`config.mk`:
```
export PLATFORM = sky130hd
export DESIGN_NAME = lru_page_replacement
export DESIGN_NICKNAME = d
export VERILOG_FILES = /design/src/sv/lrp_pkg.sv /design/src/sv/lrp_datapath.sv /design/src/sv/lrp_ctrl.sv /design/src/sv/lru_page_replacement.sv
export SDC_FILE = /design/constraint.sdc
export NUM_CORES = 1
export LEC_CHECK = 0
export BUFFER_PORTS_ARGS = -buffer_cell sky130_fd_sc_hd__buf_4
export CORE_MARGIN = 4
export CORE_UTILIZATION = 30
export DETAILED_ROUTE_END_ITERATION = 8
export GPL_ROUTABILITY_DRIVEN = 0
export GPL_TIMING_DRIVEN = 0
export SLEW_MARGIN = 25
export SYNTH_ARGS = -nofsm -noshare
export SYNTH_HDL_FRONTEND = slang
export SYNTH_SLANG_ARGS = --single-unit
export TNS_END_PERCENT = 20
```
`constraint.sdc`:
```
create_clock -name clk -period 4.9 [get_ports clk]
set_input_delay 0.98 -clock clk [delete_from_list [all_inputs] [get_ports clk]]
set_output_delay 0.98 -clock clk [all_outputs]
set_load 0.01 [all_outputs]
```
`src/sv/lrp_pkg.sv`:
```
package lrp_pkg;

  // Field widths of the request, result and configuration, and the default frame count.
  localparam int PAGE_BITS  = 16;
  localparam int CFG_W      = 4;
  localparam int FRAMES_DEF = 8;
  localparam int FAULT_W    = 32;
  localparam int FIDX_W     = 3;

  // Frame count after reset.
  localparam logic [CFG_W-1:0] ACTIVE_RESET = CFG_W'(3);

  // One request item.
  typedef struct packed {
    logic [PAGE_BITS-1:0] page_number;
    logic                 last_request;
  } in_t;

  // One result item.
  typedef struct packed {
    logic                 hit;
    logic [FIDX_W-1:0]    frame_sel;
    logic                 evicted_valid;
    logic [PAGE_BITS-1:0] evicted_page;
    logic [FAULT_W-1:0]   fault_count;
  } out_t;

  // Controller states.
  typedef enum logic [2:0] {
    ST_IDLE,
    ST_MATCH,
    ST_DECIDE,
    ST_SCAN,
    ST_EVICT
  } state_t;

  // How the chosen frame is updated at commit time.
  typedef enum logic [1:0] {
    CK_HIT,
    CK_FILL,
    CK_EVICT
  } commit_kind_t;

  // Commands from the controller to the datapath.
  typedef struct packed {
    logic         load;
    logic         match;
    logic         scan_init;
    logic         scan_step;
    logic         commit;
    commit_kind_t kind;
  } cmd_t;

  // Status from the datapath to the controller.
  typedef struct packed {
    logic any_hit;
    logic any_empty;
    logic scan_last;
  } status_t;

endpackage

```
`src/sv/lrp_datapath.sv`:
```
module lrp_datapath #(
  parameter int FRAMES = lrp_pkg::FRAMES_DEF
) (
  input  logic                       clk,
  input  logic                       rst_n,
  input  logic                       cfg_we,
  input  logic [lrp_pkg::CFG_W-1:0]  cfg_wdata,
  input  lrp_pkg::in_t               in_req,
  input  lrp_pkg::cmd_t              cmd,
  output lrp_pkg::status_t           status,
  output logic                       out_valid,
  output lrp_pkg::out_t              out_res
);
  import lrp_pkg::*;

  localparam int IDX_W = (FRAMES > 1) ? $clog2(FRAMES) : 1;
  localparam int CNT_W = $clog2(FRAMES + 1);

  logic [CFG_W-1:0]     active_frames_r;
  logic [PAGE_BITS-1:0] req_page_r;
  logic                 req_last_r;
  logic [CNT_W-1:0]     n_r;
  logic [CNT_W-1:0]     n_nxt;
  logic [FRAMES-1:0]    hit_vec_r;
  logic [FRAMES-1:0]    empty_vec_r;
  logic [FRAMES-1:0]    hit_vec_nxt;
  logic [FRAMES-1:0]    empty_vec_nxt;
  logic [IDX_W-1:0]     scan_cnt_r;
  logic [IDX_W-1:0]     best_r;
  logic [IDX_W-1:0]     victim_r;
  logic [PAGE_BITS-1:0] page_r [FRAMES];
  logic [FRAMES-1:0]    valid_r;
  logic [IDX_W-1:0]     rank_r [FRAMES];
  logic [IDX_W-1:0]     rank_nxt [FRAMES];
  logic [FAULT_W-1:0]   faults_r;
  logic [FAULT_W-1:0]   faults_nxt;
  logic                 out_valid_r;
  out_t                 out_res_r;
  out_t                 out_res_nxt;
  logic [IDX_W-1:0]     hit_idx;
  logic [IDX_W-1:0]     empty_idx;
  logic [IDX_W-1:0]     tgt;
  logic [IDX_W-1:0]     old_rank;
  logic [IDX_W-1:0]     scan_rank;
  logic                 is_fill;

  // Configuration register.
  always_ff @(posedge clk) begin
    if (!rst_n) begin
      active_frames_r <= ACTIVE_RESET;
    end else if (cfg_we) begin
      active_frames_r <= cfg_wdata;
    end
  end

  // Clamp the frame count into one to FRAMES.
  always_comb begin
    if (active_frames_r == '0) begin
      n_nxt = CNT_W'(1);
    end else if (32'(active_frames_r) > FRAMES) begin
      n_nxt = CNT_W'(FRAMES);
    end else begin
      n_nxt = CNT_W'(active_frames_r);
    end
  end

  // Request capture.
  always_ff @(posedge clk) begin
    if (cmd.load) begin
      req_page_r <= in_req.page_number;
      req_last_r <= in_req.last_request;
      n_r        <= n_nxt;
    end
  end

  // Parallel tag compare and empty search over the active frames.
  always_comb begin
    for (int i = 0; i < FRAMES; i++) begin
      hit_vec_nxt[i]   = (CNT_W'(i) < n_r) && valid_r[i] && (page_r[i] == req_page_r);
      empty_vec_nxt[i] = (CNT_W'(i) < n_r) && !valid_r[i];
    end
  end

  always_ff @(posedge clk) begin
    if (cmd.match) begin
      hit_vec_r   <= hit_vec_nxt;
      empty_vec_r <= empty_vec_nxt;
    end
  end

  // Lowest-numbered hit and lowest-numbered empty frame.
  always_comb begin
    hit_idx   = '0;
    empty_idx = '0;
    for (int i = FRAMES - 1; i >= 0; i--) begin
      if (hit_vec_r[i]) begin
        hit_idx = IDX_W'(i);
      end
      if (empty_vec_r[i]) begin
        empty_idx = IDX_W'(i);
      end
    end
  end

  assign status.any_hit   = |hit_vec_r;
  assign status.any_empty = |empty_vec_r;
  assign status.scan_last = (CNT_W'(scan_cnt_r) + CNT_W'(1)) == n_r;

  // Victim scan: one rank per cycle, the first frame with the highest rank wins.
  assign scan_rank = rank_r[scan_cnt_r];

  always_ff @(posedge clk) begin
    if (cmd.scan_init) begin
      scan_cnt_r <= '0;
    end else if (cmd.scan_step) begin
      scan_cnt_r <= scan_cnt_r + IDX_W'(1);
      if ((scan_cnt_r == '0) || (scan_rank > best_r)) begin
        best_r   <= scan_rank;
        victim_r <= scan_cnt_r;
      end
    end
  end

  // Frame chosen for the commit and its recency update.
  always_comb begin
    unique case (cmd.kind)
      CK_HIT:   tgt = hit_idx;
      CK_FILL:  tgt = empty_idx;
      CK_EVICT: tgt = victim_r;
      default:  tgt = victim_r;
    endcase
    is_fill  = (cmd.kind == CK_FILL);
    old_rank = rank_r[tgt];
    for (int i = 0; i < FRAMES; i++) begin
      if (IDX_W'(i) == tgt) begin
        rank_nxt[i] = '0;
      end else if (valid_r[i] && (is_fill || (rank_r[i] < old_rank))) begin
        rank_nxt[i] = rank_r[i] + IDX_W'(1);
      end else begin
        rank_nxt[i] = rank_r[i];
      end
    end
  end

  // Saturating fault counter.
  always_comb begin
    if ((cmd.kind != CK_HIT) && (faults_r != '1)) begin
      faults_nxt = faults_r + FAULT_W'(1);
    end else begin
      faults_nxt = faults_r;
    end
  end

  // Result assembled from the pre-update frame contents.
  always_comb begin
    out_res_nxt.hit           = (cmd.kind == CK_HIT);
    out_res_nxt.frame_sel     = FIDX_W'(tgt);
    out_res_nxt.evicted_valid = (cmd.kind == CK_EVICT);
    out_res_nxt.evicted_page  = (cmd.kind == CK_EVICT) ? page_r[tgt] : '0;
    out_res_nxt.fault_count   = faults_nxt;
  end

  // Frame state; a final request clears it after its result is formed.
  always_ff @(posedge clk) begin
    if (!rst_n) begin
      valid_r  <= '0;
      faults_r <= '0;
      for (int i = 0; i < FRAMES; i++) begin
        rank_r[i] <= '0;
      end
    end else if (cmd.commit) begin
      if (req_last_r) begin
        valid_r  <= '0;
        faults_r <= '0;
        for (int i = 0; i < FRAMES; i++) begin
          rank_r[i] <= '0;
        end
      end else begin
        valid_r[tgt] <= 1'b1;
        faults_r     <= faults_nxt;
        for (int i = 0; i < FRAMES; i++) begin
          rank_r[i] <= rank_nxt[i];
        end
      end
    end
  end

  // Page tags are written on a miss only.
  always_ff @(posedge clk) begin
    if (cmd.commit && (cmd.kind != CK_HIT)) begin
      page_r[tgt] <= req_page_r;
    end
  end

  // Result register, shown for one cycle.
  always_ff @(posedge clk) begin
    if (!rst_n) begin
      out_valid_r <= 1'b0;
    end else begin
      out_valid_r <= cmd.commit;
    end
  end

  always_ff @(posedge clk) begin
    if (cmd.commit) begin
      out_res_r <= out_res_nxt;
    end
  end

  assign out_valid = out_valid_r;
  assign out_res   = out_res_r;

endmodule

```
`src/sv/lrp_ctrl.sv`:
```
module lrp_ctrl (
  input  logic              clk,
  input  logic              rst_n,
  input  logic              start,
  input  lrp_pkg::status_t  status,
  output logic              busy,
  output lrp_pkg::cmd_t     cmd
);
  import lrp_pkg::*;

  state_t state_r;
  state_t state_nxt;

  // State register.
  always_ff @(posedge clk) begin
    if (!rst_n) begin
      state_r <= ST_IDLE;
    end else begin
      state_r <= state_nxt;
    end
  end

  // Next state.
  always_comb begin
    state_nxt = state_r;
    unique case (state_r)
      ST_IDLE: begin
        if (start) begin
          state_nxt = ST_MATCH;
        end
      end
      ST_MATCH:  state_nxt = ST_DECIDE;
      ST_DECIDE: begin
        if (status.any_hit || status.any_empty) begin
          state_nxt = ST_IDLE;
        end else begin
          state_nxt = ST_SCAN;
        end
      end
      ST_SCAN: begin
        if (status.scan_last) begin
          state_nxt = ST_EVICT;
        end
      end
      ST_EVICT:  state_nxt = ST_IDLE;
      default:   state_nxt = ST_IDLE;
    endcase
  end

  // Commands to the datapath.
  always_comb begin
    cmd  = '{load: 1'b0, match: 1'b0, scan_init: 1'b0, scan_step: 1'b0,
             commit: 1'b0, kind: CK_HIT};
    busy = 1'b1;
    unique case (state_r)
      ST_IDLE: begin
        busy     = 1'b0;
        cmd.load = start;
      end
      ST_MATCH: begin
        cmd.match = 1'b1;
      end
      ST_DECIDE: begin
        priority if (status.any_hit) begin
          cmd.commit = 1'b1;
          cmd.kind   = CK_HIT;
        end else if (status.any_empty) begin
          cmd.commit = 1'b1;
          cmd.kind   = CK_FILL;
        end else begin
          cmd.scan_init = 1'b1;
        end
      end
      ST_SCAN: begin
        cmd.scan_step = 1'b1;
      end
      ST_EVICT: begin
        cmd.commit = 1'b1;
        cmd.kind   = CK_EVICT;
      end
      default: begin
        busy = 1'b1;
      end
    endcase
  end

endmodule

```
`src/sv/lru_page_replacement.sv`:
```
// Fully associative LRU page replacement over up to FRAMES frames. A request item is taken
// when start is high and busy is low; its result appears on out_res for exactly one cycle
// with out_valid high and cannot be held off, so the receiver must take it in that cycle.
// A hit or a fill of an empty frame gives its result after tag compare, decision and
// commit, and the next request can be taken while that result is shown. A miss with
// every active frame full runs a victim scan over the active frames, one recency rank
// per cycle, before the eviction is committed.
// cfg_wdata written with cfg_we sets the active frame count (0 acts as 1, values above
// FRAMES act as FRAMES); write it only while busy is low and no result is pending.
// A request marked last_request clears all frames and the fault count after its result.
module lru_page_replacement #(
  parameter int FRAMES = lrp_pkg::FRAMES_DEF
) (
  input  logic                      clk,
  input  logic                      rst_n,
  input  logic                      start,
  output logic                      busy,
  input  lrp_pkg::in_t              in_req,
  output logic                      out_valid,
  output lrp_pkg::out_t             out_res,
  input  logic                      cfg_we,
  input  logic [lrp_pkg::CFG_W-1:0] cfg_wdata
);
  import lrp_pkg::*;

  cmd_t    cmd;
  status_t status;

  // Sequencer.
  lrp_ctrl u_ctrl (
    .clk    (clk),
    .rst_n  (rst_n),
    .start  (start),
    .status (status),
    .busy   (busy),
    .cmd    (cmd)
  );

  // Frame store, compare, victim scan and result register.
  lrp_datapath #(
    .FRAMES (FRAMES)
  ) u_dp (
    .clk       (clk),
    .rst_n     (rst_n),
    .cfg_we    (cfg_we),
    .cfg_wdata (cfg_wdata),
    .in_req    (in_req),
    .cmd       (cmd),
    .status    (status),
    .out_valid (out_valid),
    .out_res   (out_res)
  );

`ifndef NO_ASSERTIONS
  // A result only follows a busy cycle, and the block is idle when it is shown.
  a_out_after_busy: assert property (@(posedge clk) disable iff (!rst_n)
    out_valid |-> ($past(busy) && !busy))
    else $error("result shown without a preceding busy cycle");

  // An accepted item makes the block busy.
  a_busy_after_start: assert property (@(posedge clk) disable iff (!rst_n)
    (start && !busy) |=> busy)
    else $error("item accepted but block not busy");

  // A fault always counts at least one fault.
  a_fault_counted: assert property (@(posedge clk) disable iff (!rst_n)
    (out_valid && !out_res.hit) |-> (out_res.fault_count != '0))
    else $error("fault reported with zero fault count");

  // An eviction never comes with a hit.
  a_evict_on_miss: assert property (@(posedge clk) disable iff (!rst_n)
    (out_valid && out_res.evicted_valid) |-> !out_res.hit)
    else $error("eviction reported on a hit");
`endif

endmodule
```
# --- Yosys cells after proc, flatten, opt, wreduce, memory -nomap -nowiden ---
# Memories as Yosys holds them, arrays and structs flattened. A register that Yosys moved wholly into a read port is not among the register bits.
# Index checks and enable logic that the tools add are counted.
word_totals:
  output_inout_bits: 55
  regBits: 131
  ramBits: 152
  inputBits: 25
  memories: 2
  wordCells: 241
memory_table:
  columns: ["name", "words", "word_bits", "rd", "rd_ports_with_merged_regs", "wr", "line_no", "text"]
  rows:
  - ["u_dp.page_r", 8, 16, 9, 1, 1, "lrp_datapath.sv:31", "logic [PAGE_BITS-1:0] page_r [FRAMES];"]
  - ["u_dp.rank_r", 8, 3, 10, 1, 8, "lrp_datapath.sv:33", "logic [IDX_W-1:0] rank_r [FRAMES];"]
classes:
  eq_ne: 25
  reduce_logical: 65
  n_lt_le_gt_ge: 20
  n_bitwise: 18
  mux: 82
  add_sub_neg: 11
op_table:
  columns: ["op", "n"]
  rows:
  - ["$mux W3", 54]
  - ["$eq A16 B16 Y1", 8]
  - ["$mux W32", 2]
  - ["$logic_and A1 B1 Y1", 35]
  - ["$add A32 B1 Y32 const B", 1]
  - ["$ne A32 B32 Y1 const B", 1]
  - ["$add A3 B1 Y3 const B", 9]
  - ["$lt A3 B3 Y1", 8]
  - ["$mux W1", 19]
  - ["$lt A3 B4 Y1 const A", 4]
  - ["$or A1 B1 Y1", 16]
  - ["$reduce_or A8 Y1", 2]
  - ["$eq A3 B3 Y1 const A", 4]
  - ["$pmux W3 S2", 2]
  - ["$pmux W3 S4", 1]
  - ["$logic_or A1 B1 Y1", 10]
  - ["$logic_not A1 Y1", 9]
  - ["$logic_not A3 Y1", 3]
  - ["$lt A1 B4 Y1 const A", 2]
  - ["$lt A2 B4 Y1 const A", 2]
  - ["$mux W8", 1]
  - ["$or A8 B8 Y8", 1]
  - ["$eq A2 B3 Y1 const A", 2]
  - ["$eq A3 B2 Y1 const B", 2]
  - ["22 further kinds", 23]

# --- Logic depth before layout (Yosys ltp) ---
# Gate-level depths: netlist (run 1).
# An unclocked memory read counts as a cell.
logic_depth:
  word_depth: 16
  mapped_depth: 22
  ltp_nobuf: 19

# --- Modules after synthesis ---
# A second synthesis (run 1) with hierarchy kept.
unflattened:
  cells_unflattened: 1369
  hier_area_um2: 14843.0
modules_own_cells:
  columns: ["module", "area_per_inst_um2", "n_inst", "seq_area_each_um2", "cells_each"]
  rows:
  - ["lrp_datapath", 14632.8, 1, 8438.1, 1342]
  - ["lrp_ctrl", 210.2, 1, 60.1, 27]

# --- Least setup slack after synthesis (run 1) ---
# OpenSTA, ideal clock, no wires.
synth_path:
  kind: "register -> register"
  from: "register u_dp.hit_vec_r[5]"
  to: "memory u_dp.rank_r[1][0] in the netlist's numbering, enable pin"
  stages_incl_launch_ff: 14
  arrival_time_ps: 3496
  setup_time_ps: 344
  required_time_ps: 4556
  slack_ps: 1059
  synth_period_minus_slack_ps: 3841
  path_buffers: 1
  cell_sequence: "edfxtp_1 or4_4 a2111oi_4 a211oi_2 o31ai_4 inv_4 buf_4 and3_1 a311oi_1 a21oi_1 ha_1 o211ai_1 nand4b_1 o21ai_0"
synth_rtl:
  columns: ["item", "line_no", "text"]
  rows:
  - ["start, declared", "lrp_datapath.sv:24", "logic [FRAMES-1:0] hit_vec_r;"]
  - ["start signal, assigned", "lrp_datapath.sv:86", "hit_vec_r <= hit_vec_nxt;"]
  - ["end, declared", "lrp_datapath.sv:33", null]

==> results of run 1 <==
## registers in the layout, summed over array words and instances (netlist names), named ones only
register              count
u_dp.hit_vec_r            8
u_dp.req_last_r           1
u_dp.n_r                  4
u_dp.empty_vec_r          8
u_dp.valid_r              8
u_dp.victim_r             3
u_dp.page_r             128
u_dp.out_valid            1
u_dp.active_frames_r      4
u_dp.best_r               3
u_dp.scan_cnt_r           3
u_dp.req_page_r          16
u_dp.faults_r            32
u_dp.rank_r              24
u_dp.out_res             53
u_ctrl.state_r            3
## report_power, final
| part | total, mW | leakage [nW] | switching [mW] | internal (mW) |
|---|---|---|---|---|
| combinational | 0.830 | 2.67 | 0.476 | 0.353 |
| clock | 2.66 | 0.570 | 1.05 | 1.60 |
| sequential | 3.01 | 2.68 | 0.113 | 2.90 |
| total | 6.49 | 5.92 | 1.64 | 4.85 |
## synth_stat cells (22+ instances only)
library cell / instances / area (um^2)
ha_1: 22 / 275.3
nor4_1: 22 / 137.6
xor2_1: 58 / 508.0
nand4_1: 28 / 175.2
inv_1: 22 / 82.58
nand2_1: 92 / 345.3
o21ai_0: 60 / 300.3
edfxtp_1: 245 / 7357
clkbuf_1: 43 / 161.4
nor2_1: 102 / 382.9
a21oi_1: 36 / 180.2
nand3_1: 26 / 130.1
dfxtp_1: 57 / 1141
mux2i_1: 72 / 720.7
xnor2_1: 114 / 998.5
## kinds of logic after synthesis
group | Yosys count | synth area share, %
simple gates | 346 | 11.62
fa+ha+maj | 22 | 1.862
flops | 302 | 57.50
mux | 98 | 8.669
compound gates | 174 | 7.611
buf+inv | 85 | 2.540
xor+xnor | 172 | 10.19
## critical path: stages, from the launching register on
cell and delay [ps]:
edfxtp_1 450, or4_4 610, a2111oi_4 630, a211oi_2 130, o31ai_4 390, inv_4 160, buf_4 240, and3_1 160
a311oi_1 350, a21oi_2 180, ha_1 360, o211ai_1 90, nand4b_1 110, o21ai_0 440
## metrics by stage
stage	hold WS, ps	instances	setup slack [ps]
finish	477.4	2016	232.8
global route	516.2	2016	29.21
CTS	483.3	2016	92.51
detailed placement	470.9	1955	-316.3
global placement	461.6	1940	-1097
floorplan	439.7	1199	1059
## cell type report
cell class / instances / area (um^2) / share of cell area [%]
clock inverter: 22 / 269.0 / 1.525
timing repair buffer: 92 / 787.0 / 4.462
inverter: 25 / 98.84 / 0.5604
clock buffer: 39 / 900.9 / 5.108
tap: 664 / 830.8 / 4.711
sequential: 302 / 8498 / 48.18
multi-input combinational: 812 / 5973 / 33.87
buffer: 60 / 279.0 / 1.582
## per-layer routing
| layer | wire [um] | vias up |
|---|---|---|
| met5 | 0 | - |
| met4 | 1410 | 0 |
| met3 | 2652 | 86 |
| met2 | 19340 | 394 |
| met1 | 18210 | 5004 |
| li1 | - | 4709 |
## how the worst max path moves through the flow
stage                                                 end                           start  cells after the start
after floorplan           u_dp.rank_r[1][0]$_SDFFCE_PP0P_     u_dp.hit_vec_r[5]$_DFFE_PN_                     13
after CTS                 u_dp.rank_r[2][2]$_SDFFCE_PP0P_  u_ctrl.state_r[0]$_SDFFE_PN0P_                     17
final                     u_dp.rank_r[2][1]$_SDFFCE_PP0P_     u_dp.hit_vec_r[3]$_DFFE_PN_                     13
after global placement        u_dp.page_r[2][2]$_DFFE_PP_  u_ctrl.state_r[0]$_SDFFE_PN0P_                     11
after detailed placement  u_dp.rank_r[2][0]$_SDFFCE_PP0P_  u_ctrl.state_r[0]$_SDFFE_PN0P_                     17
after global routing       u_dp.rank_r[0][2]$_SDFFE_PP0P_     u_dp.hit_vec_r[3]$_DFFE_PN_                     17
## repair_timing
item,in CTS,in global routing
gates resized for setup,2,2
pin swaps,0,1
hold endpoints to repair,0,0
setup endpoints to repair,24,24
==> summary.txt, run 1 <==
Run status
  – Status: completed

Power
  – Overall Power: 6.494 mW
  – Max IR drop VDD: 0.2218 mV
  – Pleak: 5.922 nW
  – PwrDens: 368.2 mW/mm^2

Detailed routing
  – Per-cell routed wire length: 20.65 um
  – DRT Pass-1 Iters: 5
  – Routed WL: 41,620 um
  – Initial DRC Count: 974
  – DR vias/cell: 5.056
  – DRC Markers: 0
  – DR vias: 10,190
  – Number of routed nets with antenna violations: 0

Floorplan
  – Die Width: 230.0 um
  – Initial Utilization: 30.25%
  – Core Rows: 81
  – Die Footprint: 0.05288 mm^2
  – Core Area: 0.04885 mm^2
  – I/O Pins: 80
  – Die Ht: 230.0 um

Global route
  – Met1 usage: 20.61%
  – Total GRT Usage: 15.37%
  – First-pass GRT wire length: 62,200 um
  – Met2 Use GR: 25.19%
  – GRT met3 Usage: 2.701%
  – Largest net degree at the start of global routing: 44
  – Remaining Overflow, GRT: 0
  – Vias in the first global route: 10,100
  – Antenna violations before repair: 0
  – Layer with the highest usage: met2

STA
  – Period utilization: 95.25%
  – Setup Viol. Count Final: 0
  – Max_slew headroom: 37.54%
  – Max frequency: 0.2143 GHz
  – RSZ-0062 raised after global routing: false
  – Tmin final: 4667 ps
  – Final Hold Vio Count: 0
  – Setup TNS: 0 ps
  – Slew Viols, Final: 0
  – Worst-Margin Slew: 928.3 ps
  – Setup Skew: 22.86 ps

Clock tree
  – CTS Root Cell: clkbuf_16
  – Clock H-tree levels: 2
  – Total CTS buffers: 34
  – Num Clock Sinks: 302
  – CTS Hold Bufs: 0
  – Setup bufs post-CTS: 0
  – Clk buf depth: 3
  – CTS tree: yes
  – Clock transition at path regs: 60 ps
  – Clock latency on the worst-skew pair: 530 ps

Critical path
  – Worst reg2reg setup slack: 230 ps
  – CP max FO: 10
  – Setup CP Type: flop to flop
  – RR Startpoint: u_dp.hit_vec_r[3]$_DFFE_PN_
  – Crit end category: flop
  – CP arrival: 4830 ps
  – Startpoint types: flop
  – Worst path required time: 5070 ps
  – Reg2Reg Depth: 13
  – RR Endpoint: u_dp.rank_r[2][1]$_SDFFCE_PP0P_

Synth
  – Post-synth EDFFs: 245
  – Synth cell types: 69
  – Synth Warn #: 0
  – Post-Syn Area per Cell: 12.33 um^2
  – Post-Syn Area: 0.01478 mm^2
  – Mapped Nets: 1,246
  – Post-Synthesis Cells: 1,199
  – Sequential area share after synthesis: 57.50%
  – Synth Flop Type: edfxtp_1
  – Flops & latches, synth: 302
  – Async SR Flop Fraction: 0%

Cells and area
  – Finished Cell Area: 0.01764 mm^2
  – Antenna diodes: 0
  – Commonest non-fill, non-tap cell in the layout: edfxtp_1
  – Final net count: 1,374
  – Final Core Density: 36.10%
  – Layout area overhead: 19.34%
  – Commonest cells after routing, fill and taps aside: 245 x edfxtp_1, 114 x xnor2_1, 96 x nor2_1
  – # fillers: 4,776
  – Layout cells sized above 1: 16.05%

Flow run
  – Max-cap violations: 0

Min path
  – Cells on Worst Hold Path: 1
  – Worst hold start: u_dp.faults_r[31]$_SDFFE_PN0P_
  – WHS Endpoint: u_dp.faults_r[31]$_SDFFE_PN0P_
  – Min-delay worst type: flop to flop

Placement
  – I/O Buffers: 77
  – Placed inst area: 0.01646 mm^2
  – DP HPWL: 30,450 um
(Power assumes the default switching activity.)
==> run 2, diff against run 1 <==
--- a/config.mk
+++ b/config.mk
@@ -5,10 +5,10 @@
 export SDC_FILE = /design/constraint.sdc
 export NUM_CORES = 1
 export LEC_CHECK = 0
-export BUFFER_PORTS_ARGS = -buffer_cell sky130_fd_sc_hd__buf_4
 export CORE_MARGIN = 4
 export CORE_UTILIZATION = 30
 export DETAILED_ROUTE_END_ITERATION = 8
+export DONT_BUFFER_PORTS = 1
 export GPL_ROUTABILITY_DRIVEN = 0
 export GPL_TIMING_DRIVEN = 0
 export SLEW_MARGIN = 25
==> run 2 against run 1 <==
  * Register-to-register slack improved by 30 ps
  * Final cell count fell by 3.9%
  * Count of clock-buffer cells in the layout rose by 1
  * Non-clock buffer count fell by 78
  * Critical path type unchanged
  * Largest power group unchanged
  * Sequential power barely moved
  * Combinational power fell by 7.8%
==> summary.txt, run 2 (synthesized netlist as in run 1, its figures left out) <==
Placement
  – DP HPWL: 30,010 um
  – I/O Buffers: 0

Power
  – Sw frac: 26.58%
  – Switching power: 1.656 mW
  – Clock power frac: 39.2%
  – PwrDens: 368.5 mW/mm^2
  – Pleak: 5.496 nW
  – Max IR drop VDD: 0.2481 mV
  – Sequential share of power: 48.6%
  – Cell Int Power: 4.574 mW
  – Gate power share: 12.3%

Detailed routing
  – DRC Markers: 0
  – DRT Pass-1 Iters: 5
  – Routed WL: 40,890 um
  – DR vias: 9,820
  – Number of routed nets with antenna violations: 0
  – Initial DRC Count: 904
  – DR vias/cell: 5.067
  – Per-cell routed wire length: 21.10 um

Clock tree
  – CTS tree: yes
  – Total CTS buffers: 34
  – CTS Root Cell: clkbuf_16
  – Clock latency on the worst-skew pair: 540 ps
  – Clock transition at path regs: 60 ps
  – Num Clock Sinks: 302
  – Clk buf depth: 3
  – Clock H-tree levels: 2

Floorplan
  – Initial Utilization: 30.25%
  – Die Footprint: 0.05288 mm^2
  – Core Area: 0.04885 mm^2
  – Die Ht: 230.0 um
  – I/O Pins: 80
  – Die Width: 230.0 um
  – Core Rows: 81

STA
  – Tmin final: 4635 ps
  – Fin Hold WS: 486.3 ps
  – Worst-Margin Slew: 888.6 ps
  – Setup Skew: 30.38 ps
  – Period utilization: 94.58%
  – Slew Viols, Final: 0
  – Max frequency: 0.2158 GHz
  – Final Hold Vio Count: 0
  – RSZ-0062 raised after global routing: false
  – Max_slew headroom: 40.76%
  – Setup Viol. Count Final: 0
  – Setup TNS: 0 ps

Critical path
  – Startpoint types: flop
  – Worst path required time: 5080 ps
  – CP Buf/Inv Count: 2
  – Critical Path Max Stage Delay: 660 ps
  – Slowest CP cell: a2111oi_4
  – CP max FO: 10
  – Crit path max-delay family: compound AO/OA/AOI/OAI gates
  – CP arrival: 4820 ps
  – Setup CP Type: flop to flop
  – Crit end category: flop
  – CP Cell Sequence: or4_4, a2111oi_4, a211oi_2, o31ai_4, inv_4, buf_4, and3_1, a311oi_1, a21oi_2, ha_1, o211ai_1, nand4b_1, o21ai_0

Global route
  – Largest net degree at the start of global routing: 30
  – Vias in the first global route: 9,794
  – Antenna violations before repair: 0
  – First-pass GRT wire length: 61,270 um
  – Total GRT Usage: 15.17%
  – Remaining Overflow, GRT: 0

Cells and area
  – Antenna diodes: 0
  – Final net count: 1,296
  – Commonest non-fill, non-tap cell in the layout: edfxtp_1
  – Layout cells sized above 1: 10.36%
  – Commonest cells after routing, fill and taps aside: 245 x edfxtp_1, 114 x xnor2_1, 96 x nor2_1
  – Max reg flops: 128
  – # fillers: 4,821
  – Multi-input gate area in the final layout: 0.005977 mm^2
  – Top reg by flops: u_dp.page_r
  – Layout area overhead: 14.38%
  – Register Area: 0.008498 mm^2

Min path
  – Min-delay worst type: flop to flop

Flow run
  – Max-cap violations: 0

Run status
  – Status: completed
## run 2: changes by cell type in the layout (fill, tap and decap cells not counted), moves of 2 or more
cell        previous run  this run
bufinv_16              5         1
clkbuf_1              46        49
clkinvlp_4             3         1
inv_6                  1         3
clkinv_1               3         6
buf_6                  5         3
clkinv_2               8         6
buf_4                 93        19
## run 2: power groups by stage
stage	clock network [mW]	registers [mW]	logic [mW]
detailed placement	0	3.08	0.758
floorplan	0	3.03	0.558
finish	2.44	3.02	0.765
global placement	0	3.08	0.736
global route	2.60	3.04	0.838
CTS	2.50	3.03	0.763
## run 2: layout make-up
class / count / area share [%]
sequential: 302 / 50.27
buffer: 60 / 1.651
clock inverter: 21 / 1.103
tap: 664 / 4.915
inverter: 25 / 0.5847
clock buffer: 40 / 5.166
timing repair buffer: 14 / 0.9548
multi-input combinational: 812 / 35.36
## run 2: metal layers
layer | vias to the layer above | part of all wire (%) | global-route usage [%]
li1 | 4543 | - | -
met1 | 4829 | 43 | 20.69
met2 | 396 | 47 | 24.84
met3 | 52 | 7.3 | 3.060
met4 | 0 | 1.9 | 3.837
met5 | - | 0 | 0
## run 2: per-stage QoR
step           std cells  power [mW]  area (um^2)  util [%]  setup slack (ps)
2_1_floorplan       1199       3.592        14780         -              1059
3_3_place_gp        1863       3.815        15610     31.96             -1014
3_5_place_dp        1876       3.838        15820     32.39            -350.6
4_1_cts             1937       6.285        16890     34.58             191.9
5_1_grt             1938       6.481        16910     34.61             11.61
6_report            1938       6.229        16910     34.61             265.5
## run 2: worst reg2reg max path, delay by kind of cell (launching register included)
family | cells | cell delay (ps)
AND/OR/NAND/NOR | 3 | 870
buffers and inverters | 2 | 400
AO/OA/AOI/OAI | 7 | 2220
adder cells (fa/ha/maj) | 1 | 360
flip-flops | 1 | 430
## run 2: repair_timing
item / CTS / global route
endpoints found under the setup margin: 24 / 24
buffers inserted: 0 / 1
gates resized for setup: 2 / 3
hold buffers: 0 / 0
## run 2: worst paths after layout
| kind | from | slack, ps | cells after the start | endpoint |
|---|---|---|---|---|
| min reg2reg | u_dp.faults_r[12]$_SDFFE_PN0P_ | 490 | 2 | u_dp.faults_r[12]$_SDFFE_PN0P_ |
| max reg2reg | u_dp.hit_vec_r[5]$_DFFE_PN_ | 270 | 13 | u_dp.rank_r[2][0]$_SDFFCE_PP0P_ |
| min | u_dp.faults_r[12]$_SDFFE_PN0P_ | 490 | 2 | u_dp.faults_r[12]$_SDFFE_PN0P_ |
| max | u_dp.hit_vec_r[5]$_DFFE_PN_ | 270 | 13 | u_dp.rank_r[2][0]$_SDFFCE_PP0P_ |
==> run 3, diff against run 2 <==
--- a/config.mk
+++ b/config.mk
@@ -14,5 +14,6 @@
 export SLEW_MARGIN = 25
 export SYNTH_ARGS = -nofsm -noshare
 export SYNTH_HDL_FRONTEND = slang
+export SYNTH_HIERARCHICAL = 1
 export SYNTH_SLANG_ARGS = --single-unit
 export TNS_END_PERCENT = 20
==> run 3 against run 2 <==
  * Flip-flop and latch count unchanged
  * First-iteration DRC count rose by 45%
  * Critical path depth grew 10
  * Hold slack lost 5.0 ps
  * Total power decreased by 1.4%
  * Count of clock-buffer cells in the layout increased by 1
  * Worst setup slack got worse by 45 ps
  * Sequential share of layout area down 1.0 points
  * Clock skew down 10 ps
  * Register-to-register slack worse by 50 ps
  * Synthesized area is 0.43% higher
  * Critical path type unchanged
  * Largest cell class unchanged
  * Largest power group unchanged
==> summary.txt, run 3 <==
Detailed routing
  – DRT Pass-1 Iters: 5
  – Routed WL: 44,710 um
  – Number of routed nets with antenna violations: 0
  – DR vias/cell: 5.309
  – Per-cell routed wire length: 21.11 um
  – Initial DRC Count: 1,310
  – DRC Markers: 0
  – DR vias: 11,240

Clock tree
  – CTS tree: yes
  – Clock transition at path regs: 60 ps
  – Clock H-tree levels: 2
  – Clock latency on the worst-skew pair: 540 ps
  – CTS Hold Bufs: 0
  – Num Clock Sinks: 302
  – Clk buf depth: 3
  – Total CTS buffers: 35
  – CTS Root Cell: clkbuf_16

Critical path
  – CP Buf/Inv Count: 4
  – Worst reg2reg setup slack: 220 ps
  – Reg2Reg Depth: 23
  – Worst Setup EP: u_dp/rank_r[0][0]$_SDFFE_PP0P_
  – Crit end category: flop
  – Slowest CP cell: or4_4
  – Setup CP Type: flop to flop
  – Crit path max-delay family: simple AND/OR/NAND/NOR gates
  – Worst path required time: 5310 ps
  – RR Endpoint: u_dp/rank_r[0][0]$_SDFFE_PP0P_
  – CP Depth: 23
  – RR Startpoint: u_dp/hit_vec_r[6]$_DFFE_PP_
  – CP Cell Sequence: or4_4, nor2_2, nand2_2, nor2_2, and3_4, or2_1, buf_6, inv_4, a22o_2, a21oi_4, nand2_2, buf_4, buf_2, nand2_1, nand3_1, a31oi_4, ha_1, nor2_1, o21ai_0, o41ai_1, a31oi_1, a211o_1, mux2_2
  – CP max FO: 10
  – CP Launch Point: u_dp/hit_vec_r[6]$_DFFE_PP_
  – Critical Path Max Stage Delay: 570 ps
  – CP arrival: 5090 ps
  – Startpoint types: flop

Power
  – PwrDens: 355.8 mW/mm^2
  – Max IR drop VDD: 0.2281 mV
  – Pleak: 5.956 nW
  – Overall Power: 6.143 mW

Placement
  – I/O Buffers: 0
  – DP HPWL: 32,400 um
  – Placed inst area: 0.01595 mm^2

Global route
  – Remaining Overflow, GRT: 0
  – Vias in the first global route: 10,770
  – Largest net degree at the start of global routing: 24
  – First-pass GRT wire length: 66,370 um
  – Total GRT Usage: 16.25%
  – Antenna violations before repair: 0

Floorplan
  – Die Ht: 230.4 um
  – Die Footprint: 0.05310 mm^2
  – Core Rows: 81
  – Initial Utilization: 30.32%
  – I/O Pins: 80
  – Core Area: 0.04895 mm^2
  – Die Width: 230.4 um

STA
  – RSZ-0062 raised after global routing: false
  – Max frequency: 0.2137 GHz
  – Period utilization: 95.50%
  – Worst-Margin Slew: 1012 ps
  – Max_slew headroom: 32.38%
  – Tmin final: 4680 ps
  – Setup Skew: 19.96 ps
  – Slew Viols, Final: 0
  – Setup Viol. Count Final: 0
  – Final Hold Vio Count: 0

Cells and area
  – Finished Cell Area: 0.01727 mm^2
  – Layout cells sized above 1: 10.25%
  – Antenna diodes: 0
  – Max reg flops: 128
  – Top reg by flops: u_dp/page_r
  – # fillers: 4,785
  – Final Core Density: 35.27%
  – Commonest non-fill, non-tap cell in the layout: edfxtp_1
  – Final net count: 1,475
  – Commonest cells after routing, fill and taps aside: 245 x edfxtp_1, 172 x nand2_1, 127 x nand3_1
  – Layout area overhead: 16.32%

Synth
  – Area leader, netlist: edfxtp_1
  – Mapped Nets: 1,416
  – Post-Syn Area: 0.01484 mm^2
  – Post-Synthesis Cells: 1,369
  – Synth Flop Type: edfxtp_1
  – Synth area leaders: edfxtp_1 50%, dfxtp_1 7.7%, xnor2_1 6.3%
  – Yosys top cell area share: 49.57%
  – Post-synth EDFFs: 245
  – Sequential area share after synthesis: 57.25%
  – Commonest cells in the netlist: 245 x edfxtp_1, 174 x nand2_1, 127 x nand3_1, 109 x nor2_1, 107 x xnor2_1
  – Async SR Flop Fraction: 0%
  – Flops & latches, synth: 302
  – Post-Syn Area per Cell: 10.84 um^2
  – Most numerous cell in the Yosys netlist: edfxtp_1
  – Synth Warn #: 6
  – Synth cell types: 77

Run status
  – Status: completed

Flow run
  – Max-cap violations: 0

Min path
  – Min-delay worst type: flop to flop
-- run 3: repair_timing --
item,4_1_cts,5_1_grt
buffers inserted,2,6
resized for setup,17,30
pin swaps,0,3
setup endpoints to repair,24,24
gates cloned,0,0
-- run 3: kinds of logic (layout without fill, tap and decap cells) --
group | count (synthesis) | count (layout) | share of synthesized area, %
compound gates | 193 | 193 | 8.388
mux | 16 | 16 | 1.618
xor+xnor | 172 | 172 | 10.15
flops | 302 | 302 | 57.25
simple gates | 558 | 558 | 17.83
buf+inv | 106 | 191 | 2.908
fa+ha+maj | 22 | 22 | 1.854
-- run 3: layout make-up --
class                           instances  area (um^2)  area share (%)
Multi-Input combinational cell        961         6030           34.92
Inverter                               28        115.1          0.6667
Timing Repair Buffer                   23        275.3           1.594
Sequential cell                       302         8498           49.22
Tap cell                              664        830.8           4.812
Clock buffer                           41        919.6           5.326
Buffer                                 77        367.9           2.131
Clock inverter                         22        229.0           1.326
-- run 3: how the worst min path moves through the flow --
stage,start,end,slack (ps),depth (start not counted)
6_report,u_dp/active_frames_r[0]$_SDFFE_PN1P_,u_dp/active_frames_r[0]$_SDFFE_PN1P_,480,2
5_1_grt,u_dp/active_frames_r[0]$_SDFFE_PN1P_,u_dp/active_frames_r[0]$_SDFFE_PN1P_,510,2
4_1_cts,u_dp/active_frames_r[0]$_SDFFE_PN1P_,u_dp/active_frames_r[0]$_SDFFE_PN1P_,490,2
3_5_place_dp,u_dp/active_frames_r[0]$_SDFFE_PN1P_,u_dp/active_frames_r[0]$_SDFFE_PN1P_,470,2
3_3_place_gp,u_dp/faults_r[31]$_SDFFE_PN0P_,u_dp/faults_r[31]$_SDFFE_PN0P_,470,1
2_1_floorplan,u_dp/faults_r[31]$_SDFFE_PN0P_,u_dp/faults_r[31]$_SDFFE_PN0P_,440,2
-- run 3: metal layers --
metal / wire length, um / part of all wire (%) / global-route usage, % / up-vias
met5: 0 / 0 / 0 / -
met4: 1678 / 3.8 / 5.992 / 0
met3: 4036 / 9.0 / 3.282 / 111
met2: 21370 / 48 / 27.33 / 594
met1: 17630 / 39 / 20.76 / 5459
li1: - / - / - / 5080
-- run 3: through the flow --
step,hold slack (ps),setup slack [ps],std cells,setup TNS (ps)
2_1_floorplan,440.1,252.6,1369,0
3_3_place_gp,472.4,-2515,2033,-272510
3_5_place_dp,472.0,-1334,2048,-25830
4_1_cts,488.1,6.832,2112,0
5_1_grt,505.1,19.41,2118,0
6_report,481.3,220.4,2118,0
-- run 3: worst min-delay path, delay by kind of cell (launching register included) --
| family | cells | cell delay, ps |
|---|---|---|
| multiplexers | 1 | 70 |
| flip-flops | 1 | 330 |
| AND/OR/NAND/NOR | 1 | 60 |
-- run 3: power breakdown --
part	internal (mW)	switching (mW)	leakage, nW
sequential	2.85	0.0908	2.71
clock	1.56	1.06	0.568
combinational	0.225	0.355	2.67
